--- config.mk ---
export PLATFORM = sky130hd
export DESIGN_NAME = raster_row_rle_decoder
export DESIGN_NICKNAME = d
export VERILOG_FILES = /design/src/rtl/rrd_pkg.sv /design/src/rtl/rrd_front.sv /design/src/rtl/rrd_cmdq.sv /design/src/rtl/rrd_back.sv /design/src/rtl/raster_row_rle_decoder.sv
export SDC_FILE = /design/constraint.sdc
export NUM_CORES = 2
export LEC_CHECK = 0
export ABC_CLOCK_PERIOD_IN_PS = 57300
export BUFFER_PORTS_ARGS = -buffer_cell sky130_fd_sc_hd__buf_4
export CAP_MARGIN = 20
export CORE_MARGIN = 4
export CORE_UTILIZATION = 45
export CTS_CLUSTER_DIAMETER = 100
export DETAILED_ROUTE_END_ITERATION = 8
export PLACE_DENSITY = 0.6
export SYNTH_ARGS = -nofsm -noshare
export SYNTH_HDL_FRONTEND = slang
export SYNTH_SLANG_ARGS = --single-unit
--- constraint.sdc ---
create_clock -name clock -period 57.3 [get_ports clock]
set_clock_uncertainty 0.15 [all_clocks]
set_input_delay 0 -clock clock [delete_from_list [all_inputs] [get_ports clock]]
set_output_delay 0 -clock clock [all_outputs]
set_load 0.02 [all_outputs]
--- src/rtl/rrd_pkg.sv ---
// ----------------------------------------------------------------------------
// rrd_pkg
// types, constants and codes shared by the raster row run-length decoder
// ----------------------------------------------------------------------------
package rrd_pkg;

   localparam int MAX_ROW_BYTES = 512;
   localparam int MAX_PATTERN   = 16;
   localparam int ROW_W         = 10;
   localparam int PLEN_W        = 5;
   localparam int PIDX_W        = 4;
   localparam int WORD_BYTES    = 8;

   localparam logic [0:0] CSR_ROW_LENGTH     = 1'd0;
   localparam logic [0:0] CSR_PATTERN_LENGTH = 1'd1;

   localparam logic [2:0] ERR_NONE     = 3'd0;
   localparam logic [2:0] ERR_ZERO     = 3'd1;
   localparam logic [2:0] ERR_OVERRUN  = 3'd2;
   localparam logic [2:0] ERR_VERTICAL = 3'd3;
   localparam logic [2:0] ERR_TRUNC    = 3'd4;

   localparam logic [7:0] LEAD_LITERAL = 8'h80;
   localparam logic [7:0] LEAD_PATTERN = 8'h00;

   typedef enum logic [2:0] {
      PH_LEAD,
      PH_LIT_COUNT,
      PH_LIT_DATA,
      PH_PAT_COUNT,
      PH_PAT_DATA
   } phase_type;

   typedef struct packed {
      logic [7:0] enc_byte;
      logic       end_of_data;
   } req_type;

   typedef struct packed {
      logic [63:0] out_bytes;
      logic [3:0]  byte_count;
      logic        row_done;
      logic [2:0]  error_code;
      logic        last_of_run;
   } rsp_type;

   // one run (or one error) handed from the parser to the expander
   typedef struct packed {
      logic [2:0]                 err;
      logic [ROW_W-1:0]           total;
      logic [ROW_W-1:0]           start_pos;
      logic [ROW_W-1:0]           rlen;
      logic [PLEN_W-1:0]          plen;
      logic [MAX_PATTERN*8-1:0]   pattern;
   } cmd_type;

endpackage

--- src/rtl/rrd_front.sv ---
// ----------------------------------------------------------------------------
// rrd_front
// parses encoded bytes, tracks the row and issues run commands
// ----------------------------------------------------------------------------
module rrd_front (
   input  logic                  clock,
   input  logic                  reset,
   input  logic                  req_push,
   input  rrd_pkg::req_type      req_item,
   output logic                  req_full,
   input  logic [9:0]            row_length,
   input  logic [4:0]            pattern_length,
   output logic                  cmd_push,
   output rrd_pkg::cmd_type      cmd,
   input  logic                  cmd_full
);
   import rrd_pkg::*;

   phase_type          phase_ff, phase_in;
   logic [ROW_W-1:0]   pos_ff, pos_in;
   logic [7:0]         rem_ff, rem_in;
   logic [7:0]         rep_ff, rep_in;
   logic [PLEN_W-1:0]  fill_ff, fill_in;
   logic [7:0]         store_ff [MAX_PATTERN];

   logic [ROW_W-1:0]   rlen;
   logic [PLEN_W-1:0]  plen;
   logic               acc;
   logic               emit;
   logic [2:0]         err;
   logic [12:0]        total_w;
   logic [12:0]        pos_after;
   logic [PLEN_W-1:0]  emit_plen;
   logic [MAX_PATTERN*8-1:0] pat_now;
   logic [MAX_PATTERN*8-1:0] emit_pat;
   logic [7:0]         b;

   always_comb begin
      rlen = row_length;
      if (row_length == '0) rlen = ROW_W'(1);
      if (row_length > ROW_W'(MAX_ROW_BYTES)) rlen = ROW_W'(MAX_ROW_BYTES);
      plen = pattern_length;
      if (pattern_length == '0) plen = PLEN_W'(1);
      if (pattern_length > PLEN_W'(MAX_PATTERN)) plen = PLEN_W'(MAX_PATTERN);
   end

   assign acc      = req_push && !cmd_full;
   assign req_full = cmd_full;
   assign b        = req_item.enc_byte;

   always_comb begin
      for (int i = 0; i < MAX_PATTERN; i++) begin
         pat_now[i*8 +: 8] = store_ff[i];
      end
      pat_now[fill_ff[PIDX_W-1:0]*8 +: 8] = b;
   end

   always_comb begin
      phase_in  = phase_ff;
      pos_in    = pos_ff;
      rem_in    = rem_ff;
      rep_in    = rep_ff;
      fill_in   = fill_ff;
      emit      = 1'b0;
      err       = ERR_NONE;
      total_w   = '0;
      emit_plen = PLEN_W'(1);
      emit_pat  = {MAX_PATTERN{b}};
      case (phase_ff)
         PH_LEAD: begin
            if (b == LEAD_LITERAL) begin
               phase_in = PH_LIT_COUNT;
            end else if (b == LEAD_PATTERN) begin
               phase_in = PH_PAT_COUNT;
            end else begin
               total_w  = {6'd0, b[6:0]};
               emit_pat = {MAX_PATTERN{{8{b[7]}}}};
               if (13'(pos_ff) + total_w > 13'(rlen)) err = ERR_OVERRUN;
               else emit = 1'b1;
            end
         end
         PH_LIT_COUNT: begin
            if (b == 8'd0) err = ERR_ZERO;
            else if (13'(pos_ff) + 13'(b) > 13'(rlen)) err = ERR_OVERRUN;
            else begin
               rem_in   = b;
               phase_in = PH_LIT_DATA;
            end
         end
         PH_LIT_DATA: begin
            total_w = 13'd1;
            if (13'(pos_ff) + 13'd1 > 13'(rlen)) err = ERR_OVERRUN;
            else begin
               emit = 1'b1;
               if (rem_ff <= 8'd1) begin
                  rem_in   = '0;
                  phase_in = PH_LEAD;
               end else begin
                  rem_in = rem_ff - 8'd1;
               end
            end
         end
         PH_PAT_COUNT: begin
            if (b == 8'd0) err = ERR_VERTICAL;
            else if (13'(pos_ff) + 13'(b) * 13'(plen) > 13'(rlen)) err = ERR_OVERRUN;
            else begin
               rep_in   = b;
               fill_in  = '0;
               phase_in = PH_PAT_COUNT == phase_ff ? PH_PAT_DATA : phase_ff;
            end
         end
         PH_PAT_DATA: begin
            fill_in = fill_ff + PLEN_W'(1);
            if (fill_ff + PLEN_W'(1) >= plen) begin
               total_w   = 13'(rep_ff) * 13'(plen);
               emit_plen = plen;
               emit_pat  = pat_now;
               if (13'(pos_ff) + total_w > 13'(rlen)) err = ERR_OVERRUN;
               else emit = 1'b1;
               fill_in  = '0;
               rep_in   = '0;
               phase_in = PH_LEAD;
            end
         end
         default: begin
            phase_in = PH_LEAD;
         end
      endcase

      pos_after = 13'(pos_ff) + total_w;
      if (emit) begin
         if (pos_after == 13'(rlen)) pos_in = '0;
         else pos_in = pos_after[ROW_W-1:0];
      end

      // truncation: row not closed after the last available byte
      if (err == ERR_NONE && req_item.end_of_data &&
          (phase_in != PH_LEAD || pos_in != '0)) begin
         err = ERR_TRUNC;
      end

      if (err != ERR_NONE) begin
         phase_in = PH_LEAD;
         pos_in   = '0;
         rem_in   = '0;
         rep_in   = '0;
         fill_in  = '0;
      end
   end

   always_comb begin
      cmd.err       = err;
      cmd.total     = total_w[ROW_W-1:0];
      cmd.start_pos = pos_ff;
      cmd.rlen      = rlen;
      cmd.plen      = emit_plen;
      cmd.pattern   = emit_pat;
   end
   assign cmd_push = acc && (emit || err != ERR_NONE);

   always_ff @(posedge clock) begin
      if (reset) begin
         phase_ff <= PH_LEAD;
         pos_ff   <= '0;
         rem_ff   <= '0;
         rep_ff   <= '0;
         fill_ff  <= '0;
      end else if (acc) begin
         phase_ff <= phase_in;
         pos_ff   <= pos_in;
         rem_ff   <= rem_in;
         rep_ff   <= rep_in;
         fill_ff  <= fill_in;
      end
   end

   always_ff @(posedge clock) begin
      if (acc && phase_ff == PH_PAT_DATA) begin
         store_ff[fill_ff[PIDX_W-1:0]] <= b;
      end
   end

endmodule

--- src/rtl/rrd_cmdq.sv ---
// ----------------------------------------------------------------------------
// rrd_cmdq
// two-entry queue of run commands between parser and expander
// ----------------------------------------------------------------------------
module rrd_cmdq (
   input  logic              clock,
   input  logic              reset,
   input  logic              push,
   input  rrd_pkg::cmd_type  push_cmd,
   output logic              full,
   input  logic              pop,
   output rrd_pkg::cmd_type  head,
   output logic              empty
);
   import rrd_pkg::*;

   cmd_type     slot_ff [2];
   logic        wr_ff, wr_in;
   logic        rd_ff, rd_in;
   logic [1:0]  cnt_ff, cnt_in;
   logic        do_push, do_pop;

   assign full    = cnt_ff == 2'd2;
   assign empty   = cnt_ff == 2'd0;
   assign head    = slot_ff[rd_ff];
   assign do_push = push && !full;
   assign do_pop  = pop && !empty;

   always_comb begin
      wr_in  = do_push ? !wr_ff : wr_ff;
      rd_in  = do_pop ? !rd_ff : rd_ff;
      cnt_in = cnt_ff + 2'(do_push) - 2'(do_pop);
   end

   always_ff @(posedge clock) begin
      if (reset) begin
         wr_ff  <= 1'b0;
         rd_ff  <= 1'b0;
         cnt_ff <= '0;
      end else begin
         wr_ff  <= wr_in;
         rd_ff  <= rd_in;
         cnt_ff <= cnt_in;
      end
   end

   always_ff @(posedge clock) begin
      if (do_push) slot_ff[wr_ff] <= push_cmd;
   end

endmodule

--- src/rtl/rrd_back.sv ---
// ----------------------------------------------------------------------------
// rrd_back
// expands run commands into words of up to eight bytes
// ----------------------------------------------------------------------------
module rrd_back (
   input  logic              clock,
   input  logic              reset,
   input  rrd_pkg::cmd_type  head,
   input  logic              q_empty,
   output logic              q_pop,
   output rrd_pkg::rsp_type  rsp_item,
   output logic              rsp_empty,
   input  logic              rsp_pop
);
   import rrd_pkg::*;

   logic               busy_ff, busy_in;
   cmd_type            cur_ff;
   logic [ROW_W-1:0]   remain_ff, remain_in;
   logic [ROW_W-1:0]   pos_ff, pos_in;
   logic [PIDX_W-1:0]  pidx_ff, pidx_in;
   rsp_type            out_ff, out_in;
   logic               valid_ff, valid_in;

   logic               slot_free;
   logic               fire;
   logic [3:0]         cnt;
   logic [ROW_W-1:0]   pos_next;
   logic [PLEN_W-1:0]  idx [WORD_BYTES+1];
   logic [63:0]        word;

   assign slot_free = !valid_ff || rsp_pop;
   assign fire      = busy_ff && slot_free;
   assign q_pop     = !busy_ff && !q_empty;
   assign rsp_item  = out_ff;
   assign rsp_empty = !valid_ff;

   always_comb begin
      cnt = (remain_ff >= ROW_W'(WORD_BYTES)) ? 4'(WORD_BYTES) : remain_ff[3:0];
      idx[0] = PLEN_W'(pidx_ff);
      for (int c = 0; c < WORD_BYTES; c++) begin
         if (idx[c] + PLEN_W'(1) == cur_ff.plen) idx[c+1] = '0;
         else idx[c+1] = idx[c] + PLEN_W'(1);
      end
      for (int c = 0; c < WORD_BYTES; c++) begin
         if (4'(c) < cnt) word[c*8 +: 8] = cur_ff.pattern[idx[c][PIDX_W-1:0]*8 +: 8];
         else word[c*8 +: 8] = 8'd0;
      end
      pos_next = pos_ff + ROW_W'(cnt);
   end

   always_comb begin
      busy_in   = busy_ff;
      remain_in = remain_ff;
      pos_in    = pos_ff;
      pidx_in   = pidx_ff;
      out_in    = out_ff;
      valid_in  = valid_ff && !rsp_pop;
      if (q_pop) begin
         busy_in   = 1'b1;
         remain_in = head.total;
         pos_in    = head.start_pos;
         pidx_in   = '0;
      end else if (fire) begin
         valid_in = 1'b1;
         if (cur_ff.err != ERR_NONE) begin
            out_in.out_bytes   = '0;
            out_in.byte_count  = '0;
            out_in.row_done    = 1'b0;
            out_in.error_code  = cur_ff.err;
            out_in.last_of_run = 1'b1;
            busy_in            = 1'b0;
         end else begin
            out_in.out_bytes   = word;
            out_in.byte_count  = cnt;
            out_in.row_done    = pos_next == cur_ff.rlen;
            out_in.error_code  = ERR_NONE;
            out_in.last_of_run = remain_ff == ROW_W'(cnt);
            busy_in            = remain_ff != ROW_W'(cnt);
            remain_in          = remain_ff - ROW_W'(cnt);
            pos_in             = pos_next;
            pidx_in            = idx[WORD_BYTES][PIDX_W-1:0];
         end
      end
   end

   always_ff @(posedge clock) begin
      if (reset) begin
         busy_ff  <= 1'b0;
         valid_ff <= 1'b0;
      end else begin
         busy_ff  <= busy_in;
         valid_ff <= valid_in;
      end
   end

   always_ff @(posedge clock) begin
      if (q_pop) cur_ff <= head;
      remain_ff <= remain_in;
      pos_ff    <= pos_in;
      pidx_ff   <= pidx_in;
      out_ff    <= out_in;
   end

endmodule

--- src/rtl/raster_row_rle_decoder.sv ---
// ----------------------------------------------------------------------------
// raster_row_rle_decoder
// run-length decoder rebuilding one plane row from an encoded byte stream
// ----------------------------------------------------------------------------
// the parser takes one encoded item per cycle while its two-entry command
// queue has room; each item that completes a run (or hits an error) places
// one command in the queue. the expander turns a command into result words
// of up to eight bytes, one word per cycle while the output register is
// free, after loading the command from the queue into its own register.
// the input stalls only when the expander falls behind, so long runs (up to
// 64 words) throttle the input through the command queue. an output
// register holds the oldest result until it is popped. errors yield one
// result with zero byte_count and the decoder restarts at a new row.
module raster_row_rle_decoder (
   input  logic               clock,
   input  logic               reset,
   input  logic               req_push,
   input  rrd_pkg::req_type   req_item,
   output logic               req_full,
   output logic               rsp_empty,
   input  logic               rsp_pop,
   output rrd_pkg::rsp_type   rsp_item,
   input  logic               csr_we,
   input  logic [0:0]         csr_index,
   input  logic [9:0]         csr_wdata
);
   import rrd_pkg::*;

   // configuration registers, taken raw; clamping happens in the parser
   logic [9:0]  row_length_ff;
   logic [4:0]  pattern_length_ff;

   cmd_type     cmd;
   cmd_type     head;
   logic        cmd_push;
   logic        cmd_full;
   logic        q_empty;
   logic        q_pop;

   always_ff @(posedge clock) begin
      if (reset) begin
         row_length_ff     <= 10'd80;
         pattern_length_ff <= 5'd1;
      end else if (csr_we) begin
         case (csr_index)
            CSR_ROW_LENGTH:     row_length_ff     <= csr_wdata;
            CSR_PATTERN_LENGTH: pattern_length_ff <= csr_wdata[4:0];
            default: ;
         endcase
      end
   end

   // parser: classifies items and tracks row position
   rrd_front u_front (
      .clock          (clock),
      .reset          (reset),
      .req_push       (req_push),
      .req_item       (req_item),
      .req_full       (req_full),
      .row_length     (row_length_ff),
      .pattern_length (pattern_length_ff),
      .cmd_push       (cmd_push),
      .cmd            (cmd),
      .cmd_full       (cmd_full)
   );

   // decoupling queue
   rrd_cmdq u_cmdq (
      .clock    (clock),
      .reset    (reset),
      .push     (cmd_push),
      .push_cmd (cmd),
      .full     (cmd_full),
      .pop      (q_pop),
      .head     (head),
      .empty    (q_empty)
   );

   // expander: word generation and output register
   rrd_back u_back (
      .clock     (clock),
      .reset     (reset),
      .head      (head),
      .q_empty   (q_empty),
      .q_pop     (q_pop),
      .rsp_item  (rsp_item),
      .rsp_empty (rsp_empty),
      .rsp_pop   (rsp_pop)
   );

endmodule
==> key figures <==
Outcome
  • Status: finished clean

Logic synthesis
  • Simple-gate share of the synthesized area: 15.2%
  • Mapped Avg Cell Area: 10.3 um2
  • Cell with the most instances after synthesis: nand2_1
  • Post-synthesis xor/xnor area fraction: 2.65%
  • Net count after synthesis: 4,735
  • Ys Warns: 0
  • Cell count after synthesis: 4,520
  • Top cell type's share of synthesized area: 44.9%
  • Proportion of synthesized area in mux cells: 9.91%
  • Mapped cell area: 46,700 um2
  • Post-synth top flop: edfxtp_1
  • Ys async rst share: 0%
  • Largest cells by area after synthesis: edfxtp_1 (45%), nand2_1 (6.0%), mux2_2 (5.0%)
  • Complex-gate fraction of the synthesized area: 14.7%
  • Post-synth EDFFs: 699
  • Register area share after synthesis: 47.5%
  • Largest family of logic cells by synthesized area: simple AND/OR/NAND/NOR gates
  • Post-synth top area cell: edfxtp_1
  • Adder-cell area share of the yosys netlist: 5.89%
  • Post-synth cell types: 106
  • Synth cell count leaders: nand2_1 (745), edfxtp_1 (699), clkbuf_1 (287), nor2_1 (270), o21ai_0 (212)
  • Flops & latches, synth: 759

Setup path
  • R2R Path Start: u_back.pidx_ff[0]
  • FF-to-FF End: u_back.pidx_ff[0]
  • CP max-delay cell: ha_1
  • Crit path top cell by count: nand2_1
  • Element type at the critical path end: flop
  • CP required: 57.67 ns
  • Data arrival, critical path: 24.28 ns
  • Buf+Inv Stages, Crit Path: 16
  • Max FO, Critical Path: 54
  • Delay of the slowest critical-path stage: 1.06 ns
  • Reg2Reg Setup Slack: 33.39 ns
  • Crit Path Category: reg -> reg
  • Startpoint types: flop
  • Worst path depth: 74
  • Top delay family on crit path: simple AND/OR/NAND/NOR gates
  • FF-to-FF path depth: 74

Die
  • I/O Pins: 100
  • Die width: 330 um
  • Die ar.: 109,000 um2
  • Starting Density: 45.6%
  • DIE HEIGHT: 330 um
  • Area of the core: 102,000 um2
  • Cell Rows: 117

Place
  • Post-DP HPWL: 116,000 um
  • Place WS: 33.20 ns
  • Gp weighted congestion: 0.985
  • Port-buffer cells: 99

Global route
  • Total grt overflow: 0
  • Met2 Track Usage GR: 44.5%
  • Largest net degree at the start of global routing: 118
  • First-pass GRT wire length: 248,000 um
  • M1 GR Usage: 43.3%
  • All-Layer GR Usage: 31.2%
  • Vias in the first global route: 35,400
  • GRT met3 Usage: 9.72%
  • Initial antenna violation count: 10
  • Busiest grt layer: met2

Layout
  • Layout cell share with drive strength beyond 1: 14.5%
  • Final-stage net count: 4,731
  • Fillers: 9,184
  • Area growth syn-to-layout: 11.5%

Routing
  • Final wirelength: 173,000 um
  • Avg WL per Cell: 29.1 um
  • Detailed Route Iter0 Violations: 5,191
  • First-pass DRT Iterations: 6
  • Detail Route Antenna Nets: 0
  • Residual DRC: 0
  • DR vias: 38,400
  • Vias per inst: 6.44

Hold path
  • Hold Path Stages: 4
  • Worst min-delay path category: in -> reg
  • Hold path start: csr_wdata[2]
  • WHS Endpoint: pattern_length_ff[2]

Clock tree
  • Root Buffer: clkbuf_16
  • H-Tree Depth: 3
  • Clock latency at the later pin of the worst-skew pair: 0.72 ns
  • Clk slew on worst S/H paths: 0.05 ns
  • Largest buffer count on any clock path: 3
  • Clock sink count: 759
  • CTS tree: yes
  • Total CTS buffers: 82

STA
  • Slew at the pin with the worst max-slew slack: 1.19 ns
  • Worst slew margin: 21.0%
  • Unrepaired setup endpoints after global routing: no
  • Setup TNS: 0 ns
  • Fin. Hold Viols: 0
  • F_max: 0.0418 GHz
  • Pins Over Slew Limit: 0
  • Fin crit share: 41.7%
  • Min Tclk post-route: 23.91 ns
  • Setup ws final: 33.39 ns
  • Final setup viols: 0

Job
  • Maxcap violations: 0
-- worst min-delay path: cells and delay by family --
family / cells / cell delay [ns]
AO/OA/AOI/OAI: 1 / 0.06
AND/OR/NAND/NOR: 1 / 0.08
buffers and inverters: 2 / 0.68
-- area by class of cell --
class	instances	area [um2]	area share, %
diodes	12	30.0	0.0576
clock buffers	111	2180	4.18
clock inverters	36	498	0.955
inverters	160	606	1.16
multi-input cells	3258	22800	43.7
flip-flops and latches	759	22200	42.6
well taps	1368	1710	3.28
repair buffers	255	2110	4.05
-- worst max-delay path by stage --
stage	from	to
2_1_floorplan	u_back.pidx_ff[2]	u_back.pidx_ff[3]
3_3_place_gp	u_back.pidx_ff[0]	u_back.pidx_ff[2]
3_5_place_dp	u_back.pidx_ff[0]	u_back.pidx_ff[2]
4_1_cts	u_back.pidx_ff[0]	u_back.pidx_ff[0]
5_1_grt	u_back.pidx_ff[0]	u_back.pidx_ff[0]
6_report	u_back.pidx_ff[0]	u_back.pidx_ff[0]
-- registers in the layout (all words and copies together), names as in the netlist, 2 cells and up, named ones only --
name,flops
u_back.pidx_ff,4
u_front.store_ff,128
u_front.fill_ff,5
u_back.rsp_item,73
u_back.cur_ff,146
u_cmdq.cnt_ff,2
u_front.rep_ff,8
u_front.pos_ff,10
u_front.rem_ff,8
u_back.pos_ff,10
row_length_ff,10
pattern_length_ff,5
u_front.phase_ff,3
u_cmdq.slot_ff,332
u_back.remain_ff,10
-- metrics by stage --
step	cell area [um2]	util, %	hold slack (ns)	std cells
global route	52100	50.8	0.0810	5947
detailed placement	48800	47.6	0.0792	5739
finish	52100	50.9	0.0596	5959
floorplan	46700	-	-0.0511	4520
CTS	52000	50.8	0.0127	5943
global placement	48800	47.6	0.0709	5738
-- what timing repair did --
action,CTS,global route
gates resized for setup,0,0
setup buffers,0,0
hold buffers,57,0
endpoints found under the hold margin,213,0
-- cell usage in the layout, fill, tap and decap left out, drive strengths merged, types with 102 or more instances in the layout --
cell and instances:
nand3 125, mux2i 116, mux2 206, inv 160, a311oi 102, o21ai 222, nor2 271, a21oi 202
edfxtp 699, ha 140, buf 197, clkbuf 112, nand2 745
-- per-layer routing --
layer  up-vias  wire length, um
li1      16700                -
met1     18700            71400
met2      2310            71800
met3       614            20500
met4         6             9550
met5         -               98
-- logic make-up (layout without fill, tap and decap cells) --
logic type | Yosys count | count (layout)
DFF | 759 | 759
muxes | 373 | 373
adders and majority gates | 190 | 190
xor gates and xnor gates | 129 | 129
other | 1 | 13
buffers and inverters | 503 | 562
and+or+nand+nor | 1555 | 1555
AOI/OAI and AO/OA | 1010 | 1010
Power is not shown: default switching activity piles up to over one toggle a cycle in this logic, so the estimate is an artifact.
